[config.mk]
export PLATFORM = sky130hd
export DESIGN_NAME = min_clock_progress_tracker
export DESIGN_NICKNAME = d
export VERILOG_FILES = /design/src/rtl/core/mcpt_pkg.sv /design/src/rtl/core/mcpt_ram.sv /design/src/rtl/core/min_clock_progress_tracker.sv
export SDC_FILE = /design/constraint.sdc
export NUM_CORES = 2
export LEC_CHECK = 0
export BUFFER_PORTS_ARGS = -buffer_cell sky130_fd_sc_hd__buf_2
export CAP_MARGIN = 20
export CORE_MARGIN = 2
export CORE_UTILIZATION = 45
export CTS_CLUSTER_DIAMETER = 80
export DETAILED_ROUTE_END_ITERATION = 8
export GPL_ROUTABILITY_DRIVEN = 0
export PLACE_DENSITY = 0.61
export SYNTH_ARGS = -nofsm -noshare
export SYNTH_HDL_FRONTEND = slang
export SYNTH_SLANG_ARGS = --single-unit
[constraint.sdc]
create_clock -name i_clk -period 6.67 [get_ports i_clk]
set_input_delay 0.667 -clock i_clk [delete_from_list [all_inputs] [get_ports i_clk]]
set_output_delay 0.667 -clock i_clk [all_outputs]
set_load 0.03 [all_outputs]
[src/rtl/core/mcpt_pkg.sv]
package mcpt_pkg;

    localparam int THREADS_DEF          = 64;
    localparam int THREADS_PER_NODE_DEF = 8;
    localparam int MAX_THREADS          = 64;

    localparam int MODE_W  = 2;
    localparam int TID_W   = 6;
    localparam int NODE_W  = 3;
    localparam int CLOCK_W = 32;
    localparam int COUNT_W = 7;
    localparam int MASK_W  = 64;

    localparam logic [CLOCK_W-1:0] CLOCK_MAX = '1;

    localparam logic [MODE_W-1:0] MODE_ADVANCE = 2'd0;
    localparam logic [MODE_W-1:0] MODE_REMOVE  = 2'd1;
    localparam logic [MODE_W-1:0] MODE_QUERY   = 2'd2;

    // Input transaction, last field in the lowest bits.
    typedef struct packed {
        logic [4:0]        pad;
        logic [NODE_W-1:0] node_id;
        logic [TID_W-1:0]  thread_id;
        logic [MODE_W-1:0] mode;
    } t_item;

    // Result transaction, last field in the lowest bits.
    typedef struct packed {
        logic [6:0]         pad;
        logic               bad_thread;
        logic [COUNT_W-1:0] thread_count;
        logic [CLOCK_W-1:0] thread_clock;
        logic [CLOCK_W-1:0] min_clock;
        logic               min_changed;
    } t_result;

endpackage

[src/rtl/core/mcpt_ram.sv]
module mcpt_ram #(
    parameter int WIDTH = 32,
    parameter int DEPTH = 64
) (
    input  logic                     i_clk,
    input  logic                     i_we,
    input  logic [$clog2(DEPTH)-1:0] i_waddr,
    input  logic [WIDTH-1:0]         i_wdata,
    input  logic [$clog2(DEPTH)-1:0] i_raddr,
    output logic [WIDTH-1:0]         o_rdata
);

    logic [WIDTH-1:0] r_mem [DEPTH];
    logic [WIDTH-1:0] r_rdata;

    always_ff @(posedge i_clk) begin
        if (i_we) begin
            r_mem[i_waddr] <= i_wdata;
        end
        r_rdata <= r_mem[i_raddr];
    end

    assign o_rdata = r_rdata;

endmodule

[src/rtl/core/min_clock_progress_tracker.sv]
// Minimum-clock progress tracker. Each registered worker thread (up to THREADS) holds a
// 32-bit iteration clock, and the block holds one global minimum clock. Writing
// i_cfg_wdata (one bit per thread) sets the registered set and clears every clock and the
// minimum; write it only while the block is idle. Each input transaction carries a mode:
// 0 advances thread_id's clock (saturating), raising the minimum by one when that thread
// alone held it; 1 drops every registered thread of node_id in ascending order, each drop
// of a lone minimum holder bumping the minimum unless it is saturated; 2 and 3 only
// report. Every input transaction yields exactly one result transaction. Timing: the
// clock memory has one read port and one comparator, so every count of threads at the
// minimum is a scan of THREADS entries, one per cycle. Modes 0, 2 and 3 run one scan.
// Mode 1 steps through each id in the node's range, scans and drops each registered
// thread it finds, and ends with one more scan for the final report. The next input
// transaction is taken as soon as the sequencer is idle, even while a result still
// waits in the output register.
module min_clock_progress_tracker #(
    parameter int THREADS          = mcpt_pkg::THREADS_DEF,
    parameter int THREADS_PER_NODE = mcpt_pkg::THREADS_PER_NODE_DEF
) (
    input  logic                       i_clk,
    input  logic                       i_rst_n,
    // Configuration: active_thread_mask
    input  logic                       i_cfg_we,
    input  logic [mcpt_pkg::MASK_W-1:0] i_cfg_wdata,
    // Input stream
    input  logic                       s_axis_tvalid,
    output logic                       s_axis_tready,
    input  logic [15:0]                s_axis_tdata,  // mode[1:0], thread_id[7:2], node_id[10:8]
    // Result stream
    output logic                       m_axis_tvalid,
    input  logic                       m_axis_tready,
    output logic [79:0]                m_axis_tdata   // min_changed[0], min_clock[32:1],
                                                      // thread_clock[64:33],
                                                      // thread_count[71:65], bad_thread[72]
);

    localparam int IW      = $clog2(THREADS);
    localparam int CW      = $clog2(THREADS + 1);
    localparam int SPAN    = (2 ** mcpt_pkg::NODE_W) * THREADS_PER_NODE;
    localparam int CUR_W   = $clog2(((SPAN > THREADS) ? SPAN : THREADS) + 1);
    localparam int CLK_W   = mcpt_pkg::CLOCK_W;

    localparam logic [2:0] ST_IDLE     = 3'd0;
    localparam logic [2:0] ST_SCAN     = 3'd1;
    localparam logic [2:0] ST_SCAN_END = 3'd2;
    localparam logic [2:0] ST_ADVANCE  = 3'd3;
    localparam logic [2:0] ST_NODE     = 3'd4;
    localparam logic [2:0] ST_REMOVE   = 3'd5;
    localparam logic [2:0] ST_REPORT   = 3'd6;
    localparam logic [2:0] ST_OUT      = 3'd7;

    mcpt_pkg::t_item   w_item;
    mcpt_pkg::t_result r_res;
    mcpt_pkg::t_result r_odata;

    logic [2:0]                     r_state;
    logic                           r_ovalid;
    logic [THREADS-1:0]             r_tvalid;   // registered threads
    logic [THREADS-1:0]             r_written;  // clock entry holds data since last clear
    logic [CLK_W-1:0]               r_min;
    logic                           r_changed;
    logic [mcpt_pkg::MODE_W-1:0]    r_mode;
    logic [mcpt_pkg::TID_W-1:0]     r_tid;
    logic [mcpt_pkg::TID_W-1:0]     r_tgt;      // thread whose clock the scan captures
    logic                           r_final;    // scan feeds the report
    logic [CUR_W-1:0]               r_cur;
    logic [CUR_W-1:0]               r_hi;
    logic [IW-1:0]                  r_idx;
    logic [IW-1:0]                  r_pidx;
    logic                           r_pv;
    logic [1:0]                     r_mcnt;     // threads at the minimum, saturating at two
    logic [CW-1:0]                  r_vcnt;
    logic [CLK_W-1:0]               r_sclk;

    logic                           w_accept;
    logic [mcpt_pkg::MASK_W-1:0]    w_valid64;
    logic                           w_tid_reg;
    logic                           w_cur_reg;
    logic [CLK_W-1:0]               w_rdata;
    logic [CLK_W-1:0]               w_eff;
    logic                           w_we;
    logic [CLK_W-1:0]               w_next_clk;
    logic                           w_alone;
    logic [CUR_W-1:0]               w_lo;
    logic [CUR_W-1:0]               w_top;
    logic [CUR_W-1:0]               w_lim;

    assign w_item        = mcpt_pkg::t_item'(s_axis_tdata);
    assign s_axis_tready = (r_state == ST_IDLE);
    assign w_accept      = s_axis_tvalid && s_axis_tready;

    assign w_valid64  = mcpt_pkg::MASK_W'(r_tvalid);
    assign w_tid_reg  = w_valid64[r_tid];
    assign w_cur_reg  = (r_cur < r_hi) && w_valid64[r_cur[mcpt_pkg::TID_W-1:0]];

    // An entry never written since the last clear reads as zero.
    assign w_eff      = r_written[r_pidx] ? w_rdata : '0;
    assign w_alone    = (r_sclk == r_min) && (r_mcnt == 2'd1);
    assign w_next_clk = r_sclk + CLK_W'(1);
    assign w_we       = (r_state == ST_ADVANCE) && w_tid_reg && (r_sclk != mcpt_pkg::CLOCK_MAX);

    // Node range, clipped to the implemented threads.
    assign w_lo  = CUR_W'(w_item.node_id) * CUR_W'(THREADS_PER_NODE);
    assign w_top = w_lo + CUR_W'(THREADS_PER_NODE);
    assign w_lim = (w_top > CUR_W'(THREADS)) ? CUR_W'(THREADS) : w_top;

    mcpt_ram #(
        .WIDTH (CLK_W),
        .DEPTH (THREADS)
    ) u_clocks (
        .i_clk   (i_clk),
        .i_we    (w_we),
        .i_waddr (r_tid[IW-1:0]),
        .i_wdata (w_next_clk),
        .i_raddr (r_idx),
        .o_rdata (w_rdata)
    );

    always_ff @(posedge i_clk) begin
        if (!i_rst_n) begin
            r_state   <= ST_IDLE;
            r_ovalid  <= 1'b0;
            r_tvalid  <= '0;
            r_written <= '0;
            r_min     <= '0;
            r_pv      <= 1'b0;
        end else begin
            // Drop the result once taken, unless a new one replaces it at this edge.
            if (m_axis_tvalid && m_axis_tready && (r_state != ST_OUT)) begin
                r_ovalid <= 1'b0;
            end

            // Count and capture one scanned entry per cycle.
            if (r_pv && (r_state == ST_SCAN || r_state == ST_SCAN_END)) begin
                if (r_tvalid[r_pidx]) begin
                    r_vcnt <= r_vcnt + CW'(1);
                    if (w_eff == r_min && r_mcnt != 2'd2) begin
                        r_mcnt <= r_mcnt + 2'd1;
                    end
                end
                if (mcpt_pkg::TID_W'(r_pidx) == r_tgt) begin
                    r_sclk <= w_eff;
                end
            end

            unique case (r_state)
                ST_IDLE: begin
                    if (w_accept) begin
                        r_mode    <= w_item.mode;
                        r_tid     <= w_item.thread_id;
                        r_changed <= 1'b0;
                        r_cur     <= w_lo;
                        r_hi      <= w_lim;
                        r_tgt     <= w_item.thread_id;
                        r_idx     <= '0;
                        r_pv      <= 1'b0;
                        r_mcnt    <= '0;
                        r_vcnt    <= '0;
                        r_sclk    <= '0;
                        if (w_item.mode == mcpt_pkg::MODE_REMOVE) begin
                            r_final <= 1'b0;
                            r_state <= ST_NODE;
                        end else begin
                            r_final <= (w_item.mode != mcpt_pkg::MODE_ADVANCE);
                            r_state <= ST_SCAN;
                        end
                    end
                end
                ST_SCAN: begin
                    r_pidx <= r_idx;
                    r_pv   <= 1'b1;
                    if (r_idx == IW'(THREADS - 1)) begin
                        r_state <= ST_SCAN_END;
                    end else begin
                        r_idx <= r_idx + IW'(1);
                    end
                end
                ST_SCAN_END: begin
                    r_pv <= 1'b0;
                    if (r_final) begin
                        r_state <= ST_REPORT;
                    end else if (r_mode == mcpt_pkg::MODE_ADVANCE) begin
                        r_state <= ST_ADVANCE;
                    end else begin
                        r_state <= ST_REMOVE;
                    end
                end
                ST_ADVANCE: begin
                    r_res.pad          <= '0;
                    r_res.thread_count <= mcpt_pkg::COUNT_W'(r_vcnt);
                    r_res.bad_thread   <= !w_tid_reg;
                    r_res.min_clock    <= (w_we && w_alone) ? r_min + CLK_W'(1) : r_min;
                    r_res.min_changed  <= w_we && w_alone;
                    r_res.thread_clock <= w_we ? w_next_clk : (w_tid_reg ? r_sclk : '0);
                    if (w_we) begin
                        r_written[r_tid[IW-1:0]] <= 1'b1;
                        if (w_alone) begin
                            r_min <= r_min + CLK_W'(1);
                        end
                    end
                    r_state <= ST_OUT;
                end
                ST_NODE: begin
                    r_idx  <= '0;
                    r_mcnt <= '0;
                    r_vcnt <= '0;
                    r_sclk <= '0;
                    if (r_cur >= r_hi) begin
                        // Range done: scan once more to report thread_id.
                        r_tgt   <= r_tid;
                        r_final <= 1'b1;
                        r_state <= ST_SCAN;
                    end else if (w_cur_reg) begin
                        r_tgt   <= mcpt_pkg::TID_W'(r_cur);
                        r_state <= ST_SCAN;
                    end else begin
                        r_cur <= r_cur + CUR_W'(1);
                    end
                end
                ST_REMOVE: begin
                    // Drop the thread; a lone minimum holder bumps the minimum unless it is saturated.
                    if (w_alone && r_min != mcpt_pkg::CLOCK_MAX) begin
                        r_min     <= r_min + CLK_W'(1);
                        r_changed <= 1'b1;
                    end
                    r_tvalid[r_tgt[IW-1:0]] <= 1'b0;
                    r_cur   <= r_cur + CUR_W'(1);
                    r_state <= ST_NODE;
                end
                ST_REPORT: begin
                    r_res.pad          <= '0;
                    r_res.thread_count <= mcpt_pkg::COUNT_W'(r_vcnt);
                    r_res.bad_thread   <= (r_mode != mcpt_pkg::MODE_REMOVE) && !w_tid_reg;
                    r_res.min_clock    <= r_min;
                    r_res.min_changed  <= r_changed;
                    r_res.thread_clock <= w_tid_reg ? r_sclk : '0;
                    r_state            <= ST_OUT;
                end
                ST_OUT: begin
                    // Hold the result until the output register frees up.
                    if (!r_ovalid || m_axis_tready) begin
                        r_odata  <= r_res;
                        r_ovalid <= 1'b1;
                        r_state  <= ST_IDLE;
                    end
                end
                default: begin
                    r_state <= ST_IDLE;
                end
            endcase

            // Loading the mask clears all clocks and the minimum.
            if (i_cfg_we) begin
                r_tvalid  <= i_cfg_wdata[THREADS-1:0];
                r_written <= '0;
                r_min     <= '0;
            end
        end
    end

    assign m_axis_tvalid = r_ovalid;
    assign m_axis_tdata  = r_odata;

endmodule

### Word-level counts from Yosys, hierarchy flattened

Memory sizes are Yosys's and may differ from the RTL's. A register that Yosys moved wholly into a read port is not among the register bits.
Index checks and enable logic that the tools add are counted.

| word-level totals | value |
|---|---|
| register bits | 408 |
| memory bits (writable) | 2048 |
| input port bits | 85 |
| output and inout port bits | 82 |
| word-level logic and storage cells | 193 |
| memories kept | 1 |

| cells by class | value |
|---|---|
| add/sub/neg operators | 7 |
| $lt $le $gt $ge | 9 |
| equality and inequality tests | 29 |
| muxes and demuxes | 69 |
| bitwise gates (word level) | 4 |
| reduce and logical (&&, ||, !) cells | 44 |

Memory list:

| memory | depth | bits a word | rd ports | clocked after Yosys merged registers in | wr ports | line | text |
|---|---|---|---|---|---|---|---|
| u_clocks.r_mem | 64 | 32 | 1 | 1 | 1 | mcpt_ram.sv:13 | `logic [WIDTH-1:0] r_mem [DEPTH];` |

Operator list:

| kind | count |
|---|---|
| $mux W32 | 10 |
| $pmux W80 S2 | 1 |
| $mux W64 | 2 |
| $pmux W32 S2 | 2 |
| $add A32 B1 Y32 const B | 2 |
| $and A64 B64 Y64 | 1 |
| $eq A32 B32 Y1 | 2 |
| $ne A32 B32 Y1 const B | 2 |
| $not A64 Y64 | 1 |
| $or A64 B64 Y64 | 1 |
| $mux W7 | 6 |
| $mux W6 | 5 |
| $lt A6 B7 Y1 const B | 4 |
| $bmux W1 S6 | 4 |
| $mux W3 | 8 |
| $reduce_and A4 Y1 | 6 |
| $pmux W3 S7 | 1 |
| $pmux W7 S3 | 1 |
| $ne A2 B2 Y1 const B | 9 |
| $pmux W6 S3 | 1 |
| $mux W1 | 16 |
| $add A7 B1 Y7 const B | 2 |
| $logic_and A1 B1 Y1 | 14 |
| $pmux W7 S2 | 1 |
| other kinds (32) | 60 |

### Logic depth before layout (Yosys ltp)

| depth | value |
|---|---|
| word-level depth | 10 |
| depth in mapped cells | 14 |
| depth with buffers taken out | 10 |

### Modules after synthesis

A second synthesis with hierarchy kept.

| unflattened totals | value |
|---|---|
| cells, all modules | 5592 |
| area, all modules | 99296.5 um2 |

Modules (own cells, without submodules):

| module | instances | cells an instance | area an instance (um2) | seq. area each (um2) |
|---|---|---|---|---|
| mcpt_ram | 1 | 3572 | 78885.7 | 62139.6 |
| min_clock_progress_tracker | 1 | 2020 | 20410.8 | 10089.7 |

### Worst setup path before layout

No wires, ideal clock.

| path | value |
|---|---|
| path type | register -> register |
| start | reg r_sclk[0] |
| end | mem u_clocks.r_mem[35][0], enable pin |
| library setup time | 0.505 ns |
| arrival | 5.057 ns |
| data required time | 6.165 ns |
| setup slack | 1.108 ns |
| cell stages (with the launch flop) | 10 |
| buffers on the path | 2 |
| clock period less this slack | 5.562 ns |
| cell sequence | edfxtp_1 > ha_1 > nand4_1 > nor4_2 > nor3b_2 > a31oi_1 > nand2_1 > buf_4 > buf_2 > nor4_1 |

| between the ends | value |
|---|---|
| cells in the longest elaborated chain, start to end | 4 |

Ends and longest elaborated chain:

| element | line | text |
|---|---|---|
| from (decl) | min_clock_progress_tracker.sv:72 | `logic [CLK_W-1:0] r_sclk;` |
| from (signal assigned) | min_clock_progress_tracker.sv:141 | `r_sclk <= w_eff;` |
| $ne A32 B32 Y1 | min_clock_progress_tracker.sv:99 | `assign w_we = (r_state == ST_ADVANCE) && w_tid_reg && (r_sclk != mcpt_pkg::CLOCK_MAX);` |
| $logic_and A1 B1 Y1 | min_clock_progress_tracker.sv:99 |  |
| $mux W1 | mcpt_ram.sv:17 | `if (i_we) begin` |
| $mux W1 (implied by the code) | mcpt_ram.sv:18 | `r_mem[i_waddr] <= i_wdata;` |
| to (decl) | mcpt_ram.sv:13 |  |

No other way between the ends.

### Worst setup path in the final report

| path | value |
|---|---|
| start | reg r_sclk[2] |
| end | mem u_clocks.r_mem[4][17], enable pin |

The elaborated chain is that of the path after synthesis.

==> flow_summary.toml <==
[timing]
min_period_ns = 5.16
finalMaxSlewViolations = 0
clock.fmax_ghz = 0.194
max-slew-margin-rel = 0.287
worst_pin_slew_ns = 1.07
skew_ns = 0.0522
finalCritPeriodShare = 0.773
rsz0062_at_grt = "no"
setup_violations = 0
finalSetupTns_ns = 0
finalHoldViolations = 0

[clock_network]
post_cts_resized = 0
clk_path_buf_depth = 3
cts_hold_buf = 7
cts_made_buffers = 237
clockRootBuffer = "clkbuf_16"
ctsHtreeMaxLevel = 4
clkSlewWorstSetupHoldPaths_ns = 0.06
cts.sinks = 2471
post-cts-setup-buffers = 0
cts_tree = "built"
clk_latency_ns = 0.88

[floorplanning]
row_count = 171
pin_count = 167
core_area_um2 = 217000
die-area_um2 = 223000
dieWidth_um = 472
initial_utilization = 0.453
die_h_um = 472

[detailed_routing]
routed_wirelength_mm = 246
drt-vias-per-instance = 6.03
drtIter0Drc = 5887
dr.pass1.iters = 6
ant_nets = 0
wl_per_cell_um = 29.8
vias = 49775
drc_errors = 0

[worst_setup_path]
worstPathMaxFanout = 18
worst_ep_required_time_ns = 7.26
cp-start-kind = "flip-flop"
cp-end-kind = "flip-flop"
critPathArrivalTime_ns = 5.74
criticalPathCategory = "reg2reg"

[power_and_ir_drop]
power_density_nw_per_um2 = 351
leakage_nw = 35.0
ir_worst_vdd_uv = 294

[outcome]
status = "completed"

[final_layout]
synthToLayoutAreaGrowth_pct = 13.2
final_cell_mix = "edfxtp_1, mux4_2, clkbuf_16"
fin_util = 0.513
nNetsFinal = 5288
final_common_cell = "edfxtp_1"
layout-drive-gt1-share = 0.281

[synth]
synth_cells = 4963
mappedNetlistArea_um2 = 98500
synth-edff-count = 2274
synth-seq-cells = 2471
yosysSeqAreaShare = 0.733
synth_ff_type = "edfxtp_1"
ys_warn_count = 0
syn_avg_cell_area_um2 = 19.8
ys_types = 84
synthArstFlopShare = 0

[job]
maxCapViolCount = 0

[global_route]
overflow = 0
grt_start_max_net_pins = 132
track_usage = 0.220
grt_pass1_vias = 49227
antenna_found_initial = 12
grt_pass1_wl_mm = 356

[placed_design]
io_buffers = 154
dp_hpwl_mm = 144

[hold_path]
min_path_type = "in2reg"
## report_power, final
group | switching (W) | total [W] | leakage [nW] | internal [W]
combinational | 0.00425 | 0.00728 | 9.04 | 0.00303
clock | 0.00582 | 0.0133 | 3.77 | 0.00748
sequential | 0.000525 | 0.0185 | 22.2 | 0.0180
total | 0.0106 | 0.0391 | 35.0 | 0.0285
## cells in the mapped netlist (all sizes together) (33+ instances only)
cell type  number  area, um2
a21oi          69        349
and2           78        488
buf           122        626
clkbuf        221        830
dfxtp         197       3940
edfxtp       2274      68300
inv            39        146
mux2i          41        410
mux4          722      16300
nand2         205        777
nand3         134        688
nor2          139        522
nor3           40        205
o21a           65        488
o21ai         173        866
xnor2         124       1090
xor2           33        289
## routing by layer
metal / routed length [um] / part of all wire / vias up / global-route usage
li1: - / - / 20708 / -
met1: 108000 / 0.44 / 26688 / 0.331
met2: 116000 / 0.47 / 2045 / 0.342
met3: 17900 / 0.073 / 334 / 0.0355
met4: 4900 / 0.020 / 0 / 0.0488
met5: 0 / 0 / - / 0
## cell type report
cell class | instances | area, um2
antenna | 2 | 5.00
clock buffer | 306 | 6360
clock inverter | 144 | 1370
fill | 17200 | 106000
inverter | 39 | 146
multi-input combinational | 2116 | 25500
sequential | 2471 | 72200
tap | 2854 | 3570
timing repair buffer | 325 | 2270
## cells by family (layout without fill, tap and decap cells)
kind of cell             count (synthesis)  count (layout)  share of synthesized area
flip-flops                            2471            2471                      0.733
adder cells (fa/ha/maj)                 13              13                    0.00165
other                                    1               9                  0.0000381
XOR/XNOR                               157             157                     0.0140
multiplexers                           770             770                      0.170
AO/OA/AOI/OAI                          399             399                     0.0251
AND/OR/NAND/NOR                        770             770                     0.0395
buffers and inverters                  382             814                     0.0163
## critical path: stages, from the launching register on
cell      delay [ns]
edfxtp_1        0.59
and3_1          0.31
nand4_1         0.21
nor4_2          0.64
nor3b_2         0.67
a31oi_2         0.28
nand3_1         0.18
buf_4           0.34
or3_1           0.82
nor2_4          0.31
buf_16          0.27
buf_4           0.22
## registers in the layout, indices dropped and copies added, names as in the netlist, 2 cells and up
signal            cells
r_idx                 6
u_clocks.o_rdata     32
r_vcnt                7
r_pidx                6
r_sclk               32
r_tgt                 6
m_axis_tdata         73
r_mode                2
r_res                73
r_tvalid             64
r_hi                  4
r_min                32
u_clocks.r_mem     2048
r_mcnt                2
r_tid                 6
r_cur                 7
r_state               3
r_written            64
## final timing paths
check,start,to,slack [ns],cells after the start
worst max register to register,r_sclk[2],u_clocks.r_mem[4][17],1.51,11
worst min-delay path,s_axis_tdata[7],r_tid[5],0.08,1
worst min register to register,r_res[71],m_axis_tdata[71],0.41,0
worst max-delay path,r_sclk[2],u_clocks.r_mem[4][17],1.51,11
## stage by stage
step | instance area (um2) | hold WS (ns) | total power [W] | instances | setup slack, ns
after floorplan | 98500 | 0.400 | 0.0234 | 4969 | 1.11
after global placement | 104000 | 0.406 | 0.0261 | 7795 | 1.77
after detailed placement | 104000 | 0.405 | 0.0262 | 7795 | 1.74
after CTS | 111000 | 0.000481 | 0.0394 | 8252 | 1.66
after global routing | 111000 | 0.0254 | 0.0404 | 8255 | 1.35
final | 111000 | 0.0763 | 0.0391 | 8257 | 1.51
(Power assumes the default switching activity.)
